`src/hdl/wpps_pkg.sv`:
```
// Shared types, constants and the wave table of the waving pattern pixel shader.
`default_nettype none

package wpps_pkg;

    // Matrix size defaults
    localparam int WIDTH_DEF  = 8;
    localparam int HEIGHT_DEF = 16;

    // Wave table length and register defaults
    localparam int WAVE_LEN = 50;
    localparam logic [5:0]  WAVE_STEP_RST  = 6'd3;
    localparam logic [5:0]  WAVE_START_RST = 6'd40;
    localparam logic [23:0] COLOR_ZERO_RST = 24'h000000;
    localparam logic [23:0] COLOR_ONE_RST  = 24'hC0C0C0;
    localparam logic [23:0] COLOR_TWO_RST  = 24'hFF0000;

    // Port widths
    localparam int IN_TDATA_W  = 16;
    localparam int IN_TUSER_W  = 2;
    localparam int OUT_TDATA_W = 32;
    localparam int CFG_IDX_W   = 3;
    localparam int CFG_DATA_W  = 24;

    typedef enum logic [1:0] {
        OP_RENDER  = 2'd0,
        OP_ADVANCE = 2'd1,
        OP_LOAD    = 2'd2,
        OP_RESTART = 2'd3
    } opcode_t;

    typedef enum logic [CFG_IDX_W-1:0] {
        CFG_WAVE_STEP  = 3'd0,
        CFG_WAVE_START = 3'd1,
        CFG_COLOR_ZERO = 3'd2,
        CFG_COLOR_ONE  = 3'd3,
        CFG_COLOR_TWO  = 3'd4
    } cfg_index_t;

    // Palette indexes
    localparam logic [1:0] PAL_ZERO = 2'd0;
    localparam logic [1:0] PAL_ONE  = 2'd1;
    localparam logic [1:0] PAL_TWO  = 2'd2;

    function automatic logic signed [7:0] sine_lookup(input logic [5:0] idx);
        logic signed [7:0] v;
        case (idx)
            6'd0:  v = 8'sd16;    6'd1:  v = 8'sd32;    6'd2:  v = 8'sd47;
            6'd3:  v = 8'sd61;    6'd4:  v = 8'sd75;    6'd5:  v = 8'sd87;
            6'd6:  v = 8'sd98;    6'd7:  v = 8'sd107;   6'd8:  v = 8'sd115;
            6'd9:  v = 8'sd121;   6'd10: v = 8'sd125;   6'd11: v = 8'sd127;
            6'd12: v = 8'sd127;   6'd13: v = 8'sd125;   6'd14: v = 8'sd121;
            6'd15: v = 8'sd115;   6'd16: v = 8'sd107;   6'd17: v = 8'sd98;
            6'd18: v = 8'sd87;    6'd19: v = 8'sd75;    6'd20: v = 8'sd61;
            6'd21: v = 8'sd47;    6'd22: v = 8'sd32;    6'd23: v = 8'sd16;
            6'd24: v = 8'sd0;     6'd25: v = -8'sd16;   6'd26: v = -8'sd32;
            6'd27: v = -8'sd47;   6'd28: v = -8'sd61;   6'd29: v = -8'sd75;
            6'd30: v = -8'sd87;   6'd31: v = -8'sd98;   6'd32: v = -8'sd107;
            6'd33: v = -8'sd115;  6'd34: v = -8'sd121;  6'd35: v = -8'sd125;
            6'd36: v = -8'sd127;  6'd37: v = -8'sd127;  6'd38: v = -8'sd125;
            6'd39: v = -8'sd121;  6'd40: v = -8'sd115;  6'd41: v = -8'sd107;
            6'd42: v = -8'sd98;   6'd43: v = -8'sd87;   6'd44: v = -8'sd75;
            6'd45: v = -8'sd61;   6'd46: v = -8'sd47;   6'd47: v = -8'sd32;
            6'd48: v = -8'sd16;   6'd49: v = 8'sd0;
            default: v = 8'sd0;
        endcase
        return v;
    endfunction

endpackage

`default_nettype wire

```
`src/hdl/wpps_blend.sv`:
```
// One color channel blend: a + mix * (b - a) / 255, truncating toward zero.
`default_nettype none

module wpps_blend
(
    input  wire logic [7:0] upper,
    input  wire logic [7:0] lower,
    input  wire logic [7:0] mix,
    output logic [7:0]      result
);
    logic        rising;
    logic [7:0]  mag;
    logic [15:0] prod;
    logic [16:0] sum;
    logic [7:0]  quot;

    always_comb
    begin
        rising = (lower >= upper);
        mag    = rising ? (lower - upper) : (upper - lower);
        prod   = 16'(mag) * 16'(mix);
        // exact floor of prod / 255 for prod below 255 * 256
        sum    = 17'(prod) + 17'(prod[15:8]) + 17'd1;
        quot   = sum[15:8];
        result = rising ? (upper + quot) : (upper - quot);
    end

endmodule

`default_nettype wire

```
`src/hdl/waving_pattern_pixel_shader_top.sv`:
```
// Waving pattern pixel shader: input register, wave and store read stage, blend and output.
// A render item passes the input register, then the stage 2 and store read registers, and
// then the output register.
// Throughput: one item per cycle; a stage holds only while the output register is full and
// not taken, and empty stages still take items.
// Reset (rst_n low, asynchronous): clears all valid flags, sets the phase to 40 and the
// registers to their defaults; the pattern store keeps its contents and is not cleared.
`default_nettype none

module waving_pattern_pixel_shader_top
#(
    parameter int WIDTH  = wpps_pkg::WIDTH_DEF,
    parameter int HEIGHT = wpps_pkg::HEIGHT_DEF
)
(
    input  wire logic                             clk,
    input  wire logic                             rst_n,
    input  wire logic                             s_axis_tvalid,
    output logic                                  s_axis_tready,
    // column [2:0], line [6:3], cell_index [8:7], zero fill above
    input  wire logic [wpps_pkg::IN_TDATA_W-1:0]  s_axis_tdata,
    // opcode [1:0]
    input  wire logic [wpps_pkg::IN_TUSER_W-1:0]  s_axis_tuser,
    output logic                                  m_axis_tvalid,
    input  wire logic                             m_axis_tready,
    // red [7:0], green [15:8], blue [23:16], out_column [26:24], out_line [30:27]
    output logic [wpps_pkg::OUT_TDATA_W-1:0]      m_axis_tdata,
    input  wire logic                             cfg_we,
    input  wire logic [wpps_pkg::CFG_IDX_W-1:0]   cfg_index,
    input  wire logic [wpps_pkg::CFG_DATA_W-1:0]  cfg_data
);
    import wpps_pkg::*;

    localparam int CELLS = WIDTH * HEIGHT;
    localparam int AW    = $clog2(CELLS);
    localparam logic [AW-1:0] ROW_STEP = AW'(WIDTH);

    function automatic logic [5:0] add_mod(input logic [5:0] a, input logic [5:0] b);
        logic [6:0] sum;
        sum = 7'(a) + 7'(b);
        return (sum >= 7'(WAVE_LEN)) ? 6'(sum - 7'(WAVE_LEN)) : sum[5:0];
    endfunction

    // Configuration; the wave step is kept as step, 2*step and 4*step, all mod 50
    logic [5:0]  step1_reg, step2_reg, step4_reg;
    logic [5:0]  start_reg;
    logic [23:0] color_zero_reg, color_one_reg, color_two_reg;
    logic [5:0]  cfg_s1, cfg_s2;

    always_comb
    begin
        cfg_s1 = add_mod(cfg_data[5:0], 6'd0);
        cfg_s2 = add_mod(cfg_s1, cfg_s1);
    end

    always_ff @(posedge clk or negedge rst_n)
    begin
        if (!rst_n)
        begin
            step1_reg      <= WAVE_STEP_RST;
            step2_reg      <= add_mod(WAVE_STEP_RST, WAVE_STEP_RST);
            step4_reg      <= add_mod(add_mod(WAVE_STEP_RST, WAVE_STEP_RST),
                                      add_mod(WAVE_STEP_RST, WAVE_STEP_RST));
            start_reg      <= WAVE_START_RST;
            color_zero_reg <= COLOR_ZERO_RST;
            color_one_reg  <= COLOR_ONE_RST;
            color_two_reg  <= COLOR_TWO_RST;
        end
        else if (cfg_we)
        begin
            case (cfg_index)
                CFG_WAVE_STEP:
                begin
                    step1_reg <= cfg_s1;
                    step2_reg <= cfg_s2;
                    step4_reg <= add_mod(cfg_s2, cfg_s2);
                end
                CFG_WAVE_START: start_reg      <= add_mod(cfg_data[5:0], 6'd0);
                CFG_COLOR_ZERO: color_zero_reg <= cfg_data;
                CFG_COLOR_ONE:  color_one_reg  <= cfg_data;
                CFG_COLOR_TWO:  color_two_reg  <= cfg_data;
                default: ;
            endcase
        end
    end

    // Pipeline advance, from the output back
    logic out_v_reg, s2_v_reg, s1_v_reg;
    logic en_out, en2, en1;

    always_comb
    begin
        en_out = !out_v_reg || m_axis_tready;
        en2    = !s2_v_reg || en_out;
        en1    = !s1_v_reg || en2;
    end

    assign s_axis_tready = en1;

    // Input register
    opcode_t    s1_op_reg;
    logic [2:0] s1_col_reg;
    logic [3:0] s1_line_reg;
    logic [1:0] s1_cidx_reg;

    always_ff @(posedge clk or negedge rst_n)
    begin
        if (!rst_n)
            s1_v_reg <= 1'b0;
        else if (en1)
            s1_v_reg <= s_axis_tvalid;
    end

    always_ff @(posedge clk)
    begin
        if (en1 && s_axis_tvalid)
        begin
            s1_op_reg   <= opcode_t'(s_axis_tuser[1:0]);
            s1_col_reg  <= s_axis_tdata[2:0];
            s1_line_reg <= s_axis_tdata[6:3];
            s1_cidx_reg <= s_axis_tdata[8:7];
        end
    end

    // Stage 1: wave index, row choice and store addresses
    logic [5:0]        phase_reg, phase_next;
    logic [5:0]        t0, t1, t2;
    logic signed [7:0] sine_val;
    logic signed [8:0] d_val, neg_mix;
    logic              pos, on, up_ok, lo_ok;
    logic [7:0]        mix_val;
    logic [AW-1:0]     base_addr, up_addr, lo_addr;
    logic              s1_move;

    always_comb
    begin
        on        = (32'(s1_col_reg) < WIDTH) && (32'(s1_line_reg) < HEIGHT);
        base_addr = AW'(32'(s1_line_reg) * WIDTH + 32'(s1_col_reg));
        t0        = s1_col_reg[0] ? add_mod(phase_reg, step1_reg) : phase_reg;
        t1        = s1_col_reg[1] ? add_mod(t0, step2_reg) : t0;
        t2        = s1_col_reg[2] ? add_mod(t1, step4_reg) : t1;
        sine_val  = sine_lookup(t2);
        d_val     = {sine_val, 1'b0};
        pos       = !d_val[8] && (d_val != 9'sd0);
        neg_mix   = 9'sd255 + d_val;
        mix_val   = pos ? d_val[7:0] : neg_mix[7:0];
        // upper row is the pixel row where the wave value is positive, the row above otherwise
        up_ok     = pos || (s1_line_reg != 4'd0);
        lo_ok     = !pos || (32'(s1_line_reg) + 1 < HEIGHT);
        up_addr   = (!pos && up_ok) ? (base_addr - ROW_STEP) : base_addr;
        lo_addr   = (pos && lo_ok) ? (base_addr + ROW_STEP) : base_addr;
        s1_move   = en2 && s1_v_reg;
    end

    always_comb
    begin
        phase_next = phase_reg;
        if (s1_move)
        begin
            case (s1_op_reg)
                OP_ADVANCE: phase_next = add_mod(phase_reg, 6'd1);
                OP_RESTART: phase_next = start_reg;
                default:    phase_next = phase_reg;
            endcase
        end
    end

    always_ff @(posedge clk or negedge rst_n)
    begin
        if (!rst_n)
            phase_reg <= WAVE_START_RST;
        else
            phase_reg <= phase_next;
    end

    // Pattern store: one write port, two registered read ports
    logic [1:0] store_mem [CELLS];
    logic [1:0] rd_up_reg, rd_lo_reg;

    always_ff @(posedge clk)
    begin
        if (s1_move && (s1_op_reg == OP_LOAD) && on)
            store_mem[base_addr] <= s1_cidx_reg;
        if (en2)
        begin
            rd_up_reg <= store_mem[up_addr];
            rd_lo_reg <= store_mem[lo_addr];
        end
    end

    // Stage 2 register
    logic [7:0] s2_mix_reg;
    logic       s2_up_ok_reg, s2_lo_ok_reg;
    logic [2:0] s2_col_reg;
    logic [3:0] s2_line_reg;

    always_ff @(posedge clk or negedge rst_n)
    begin
        if (!rst_n)
            s2_v_reg <= 1'b0;
        else if (en2)
            s2_v_reg <= s1_v_reg && (s1_op_reg == OP_RENDER) && on;
    end

    always_ff @(posedge clk)
    begin
        if (en2)
        begin
            s2_mix_reg   <= mix_val;
            s2_up_ok_reg <= up_ok;
            s2_lo_ok_reg <= lo_ok;
            s2_col_reg   <= s1_col_reg;
            s2_line_reg  <= s1_line_reg;
        end
    end

    // Stage 2: palette and blend
    function automatic logic [23:0] palette(input logic [1:0] idx, input logic [23:0] c0,
                                            input logic [23:0] c1, input logic [23:0] c2);
        logic [23:0] c;
        case (idx)
            PAL_ZERO: c = c0;
            PAL_ONE:  c = c1;
            PAL_TWO:  c = c2;
            default:  c = 24'h000000;
        endcase
        return c;
    endfunction

    logic [23:0] up_color, lo_color;
    logic [7:0]  red, green, blue;

    always_comb
    begin
        up_color = s2_up_ok_reg
                 ? palette(rd_up_reg, color_zero_reg, color_one_reg, color_two_reg) : 24'h0;
        lo_color = s2_lo_ok_reg
                 ? palette(rd_lo_reg, color_zero_reg, color_one_reg, color_two_reg) : 24'h0;
    end

    wpps_blend u_blend_red
    (
        .upper  (up_color[23:16]),
        .lower  (lo_color[23:16]),
        .mix    (s2_mix_reg),
        .result (red)
    );

    wpps_blend u_blend_green
    (
        .upper  (up_color[15:8]),
        .lower  (lo_color[15:8]),
        .mix    (s2_mix_reg),
        .result (green)
    );

    wpps_blend u_blend_blue
    (
        .upper  (up_color[7:0]),
        .lower  (lo_color[7:0]),
        .mix    (s2_mix_reg),
        .result (blue)
    );

    // Output register
    logic [OUT_TDATA_W-1:0] out_data_reg;

    always_ff @(posedge clk or negedge rst_n)
    begin
        if (!rst_n)
            out_v_reg <= 1'b0;
        else if (en_out)
            out_v_reg <= s2_v_reg;
    end

    always_ff @(posedge clk)
    begin
        if (en_out && s2_v_reg)
            out_data_reg <= {1'b0, s2_line_reg, s2_col_reg, blue, green, red};
    end

    assign m_axis_tvalid = out_v_reg;
    assign m_axis_tdata  = out_data_reg;

endmodule

`default_nettype wire

```
`config.mk`:
```
export PLATFORM = sky130hd
export DESIGN_NAME = waving_pattern_pixel_shader_top
export DESIGN_NICKNAME = d
export VERILOG_FILES = /design/src/hdl/wpps_pkg.sv /design/src/hdl/wpps_blend.sv /design/src/hdl/waving_pattern_pixel_shader_top.sv
export SDC_FILE = /design/constraint.sdc
export NUM_CORES = 1
export LEC_CHECK = 0
export BUFFER_PORTS_ARGS = -buffer_cell sky130_fd_sc_hd__buf_2
export CORE_MARGIN = 4
export CORE_UTILIZATION = 64
export CTS_CLUSTER_DIAMETER = 120
export CTS_CLUSTER_SIZE = 40
export DETAILED_ROUTE_END_ITERATION = 10
export PLACE_DENSITY = 0.86
export SETUP_SLACK_MARGIN = 0.3
export SLEW_MARGIN = 0
export SYNTH_ARGS = -nofsm -noshare
export SYNTH_HDL_FRONTEND = slang
export SYNTH_SLANG_ARGS = --single-unit
```
`constraint.sdc`:
```
create_clock -name clk -period 16.4 [get_ports clk]
set_input_delay 0.82 -clock clk [delete_from_list [all_inputs] [get_ports clk]]
set_output_delay 0.82 -clock clk [all_outputs]
set_load 0.1 [all_outputs]
```
==> out/qor.txt <==
================================================================================
Min-Delay Path Class ..............................................  in -> async
Area growth syn-to-layout .........................................        4.89%
Critical path origin .............................................. rd_lo_reg[0]
Starting Density ..................................................        0.648
CTS buffer count ..................................................           16
Largest register FFs ..............................................          256
Clock Pin Slew Worst Setup and Hold Paths .........................       140 ps
Outcome ........................................................... finished, final reports clean
Dpl hpwl ..........................................................      58.1 mm
Biggest fanout along the worst timing path ........................           27
Data required time at the worst endpoint ..........................     16740 ps
Commonest cells after routing, fill and taps aside ................ 319 x edfxtp_1, 315 x inv_1, 287 x nor2_1, 237 x ha_1, 227 x nand2_1
Ports placed on the boundary ......................................           84
Number of cells on the worst reg-to-reg path ......................           58
Total Die Area ....................................................  53300 sq um
Number of antenna violations at the first check in global routing .            2
Setup slack on the worst flop-to-flop path ........................      2260 ps
Total standard cell area after synthesis ..........................  31800 sq um
EDFF count, synth .................................................          319
Area of the core ..................................................  49100 sq um
Synth Area in XOR/XNOR ............................................       0.0361
Slew Viols, Final .................................................            0
Number of failing hold endpoints at the final stage ...............            0
Slowest stage cell on the critical path ...........................       nor3_1
TritonCTS clock tree ..............................................         done
Synthesized area divided by synthesized cell count ................   10.1 sq um
Buffers from clock root to sink, at most ..........................            3
Crit Reg-Reg Startpoint ........................................... rd_lo_reg[0]
Post-CTS setup buffer count .......................................            0
Final critical-path required period ...............................     14140 ps
Die Ht ............................................................       231 um
Filler-free cell count of the finished design .....................         3810
Number of synthesized register bits ...............................          422
GRT Total Usage ...................................................        0.300
Routed wire length ................................................      81.4 mm
Placed Cells ......................................................         3784
Unrepaired setup endpoints after global routing ...................           no
Critical path launch point type ...................................    flip-flop
Most common cell after layout, fill and taps aside ................     edfxtp_1
Total number of cells along the worst setup path ..................           58
Vias in the first global route ....................................        25000
Yosys warning count ...............................................            0
Count of max-cap constraint violations ............................            0
Combinational family with the most area after synthesis ...........  adder cells
Initial DRT Pass Iterations .......................................            9
Nets ..............................................................         3545
GRT overflow ......................................................            0
Clock sinks .......................................................          422
Most common cell type on the critical path ........................      a21oi_1
FMAX ..............................................................     70.7 MHz
Share of synthesized area occupied by flip-flops and latches ......        0.383
Synth cell types ..................................................           92
Clock latency on the worst-skew pair ..............................       570 ps
Die W .............................................................       231 um
Crit path DAT .....................................................     14470 ps
Vias ..............................................................        24400
Transition time of the tightest slew-check pin ....................      1280 ps
Site row count ....................................................           81
Count of buffers inserted at the top-level ports ..................           75
H-tree depth ......................................................            1
Residual DRC ......................................................            0
Simple-gate area share of the yosys netlist .......................        0.143
Number of hold-repair buffers added at the cts stage ..............            0
FFs w/ async S/R, synth ...........................................        0.244
Rel. slew slack ...................................................        0.141
Worst Path Buf+Inv ................................................            7
Most instantiated flip-flop cell in the synthesis netlist .........     edfxtp_1
Critical path start-end classification ............................   reg -> reg
Syn Nets ..........................................................         3544
Final weighted congestion in routability-driven placement .........        0.969
Routed wire length per instance ...................................      21.4 um
Finish-stage setup viols ..........................................            0
Maximum number of pins on one net before global-route repair ......           98
Compound-Gate Fraction of Synth Area ..............................        0.135
Register with the most flip-flops .................................    store_mem
Proportion of layout cells with a drive suffix above 1 ............       0.0989
CTS-repair resized insts ..........................................            0
First-pass GRT wire length ........................................       130 mm
Critical R2R Capture .............................................. m_axis_tdata[15]
Setup tns final ...................................................         0 ps
Worst setup path endpoint ......................................... m_axis_tdata[15]
Share of synthesized area spent on multiplexers ...................       0.0805
Antenna Nets Post-Route ...........................................            0
Cells after Synth .................................................         3137
Gate family responsible for the most delay along the worst path ...  adder cells
Root buffer cell ..................................................    clkbuf_16
Endpoint type of the worst setup path .............................    flip-flop
Delay of the slowest critical-path stage ..........................       630 ps
Adder-cell area share of the yosys netlist ........................        0.169
Clk_skew ..........................................................      74.2 ps
Vias per cell .....................................................         6.42
Number of DRC violations after detailed-routing iteration 0 .......         2325
Post-route clock period utilization ...............................        0.862
================================================================================
synth_stat cells, types with 38 or more instances:
library cell  count  area share
mux2i_1         103       0.032
nand2_1         227       0.027
xnor2_1          97       0.027
o21ai_0         132       0.021
dfrtp_1          79       0.062
ha_1            237       0.093
edfxtp_1        319        0.30
nor2_1          288       0.034
clkbuf_1        111       0.013
fa_1            120       0.076
nor2b_1          67       0.013
mux2_2           96       0.034
o21bai_1         38      0.0090
a21oi_1         129       0.020
and2_1          135       0.027
inv_1           315       0.037
layer usage:
metal,up-vias,global-route usage,routed length [um]
li1,11000,-,-
met1,12000,0.390,32000
met2,1173,0.520,39900
met3,233,0.0352,6170
met4,0,0.115,3390
met5,-,0,0
layout make-up:
| class | instances | area [sq um] |
|---|---|---|
| multi-input combinational | 2266 | 17900 |
| fill | 3632 | 15700 |
| sequential | 422 | 12200 |
| inverter | 318 | 1190 |
| tap | 664 | 831 |
| timing repair buffer | 114 | 671 |
| clock buffer | 19 | 433 |
| clock inverter | 5 | 118 |
| antenna | 2 | 5.00 |
cell families after synthesis:
logic type	count (synthesis)
XOR/XNOR	131
AND/OR/NAND/NOR	928
other	1
flip-flops	422
AO/OA/AOI/OAI	629
buffers and inverters	449
multiplexers	220
adder cells (fa/ha/maj)	357
worst min-delay path by stage:
stage	to	slack, ps	cells after the start
floorplan	m_axis_tdata[24]	400	0
global placement	m_axis_tdata[29]	400	0
detailed placement	m_axis_tdata[29]	400	0
CTS	m_axis_tvalid	170	1
global route	step1_reg[5]	180	1
finish	m_axis_tvalid	170	1
worst reg2reg max path: cells and delay by family (launching register included):
kind	cells	cell delay, ps
adder cells (fa/ha/maj)	10	3840
multiplexers	1	420
AO/OA/AOI/OAI	22	3580
XOR/XNOR	7	1240
AND/OR/NAND/NOR	11	3510
flip-flops	1	350
buffers and inverters	7	990
metrics by stage:
| step | utilization | cell area, sq um | hold slack [ps] | worst slack, ps |
|---|---|---|---|---|
| after floorplan | - | 31800 | 400 | 4150 |
| after detailed placement | 0.668 | 32800 | 405 | 2540 |
| after CTS | 0.680 | 33300 | 172 | 2490 |
| after global placement | 0.668 | 32800 | 402 | 3070 |
| after global routing | 0.680 | 33300 | 182 | 1320 |
| final | 0.680 | 33300 | 169 | 2260 |
Power is left out: the tool's default activity adds up to more than one toggle a clock period on the data nets, which glitch-free logic cannot reach.
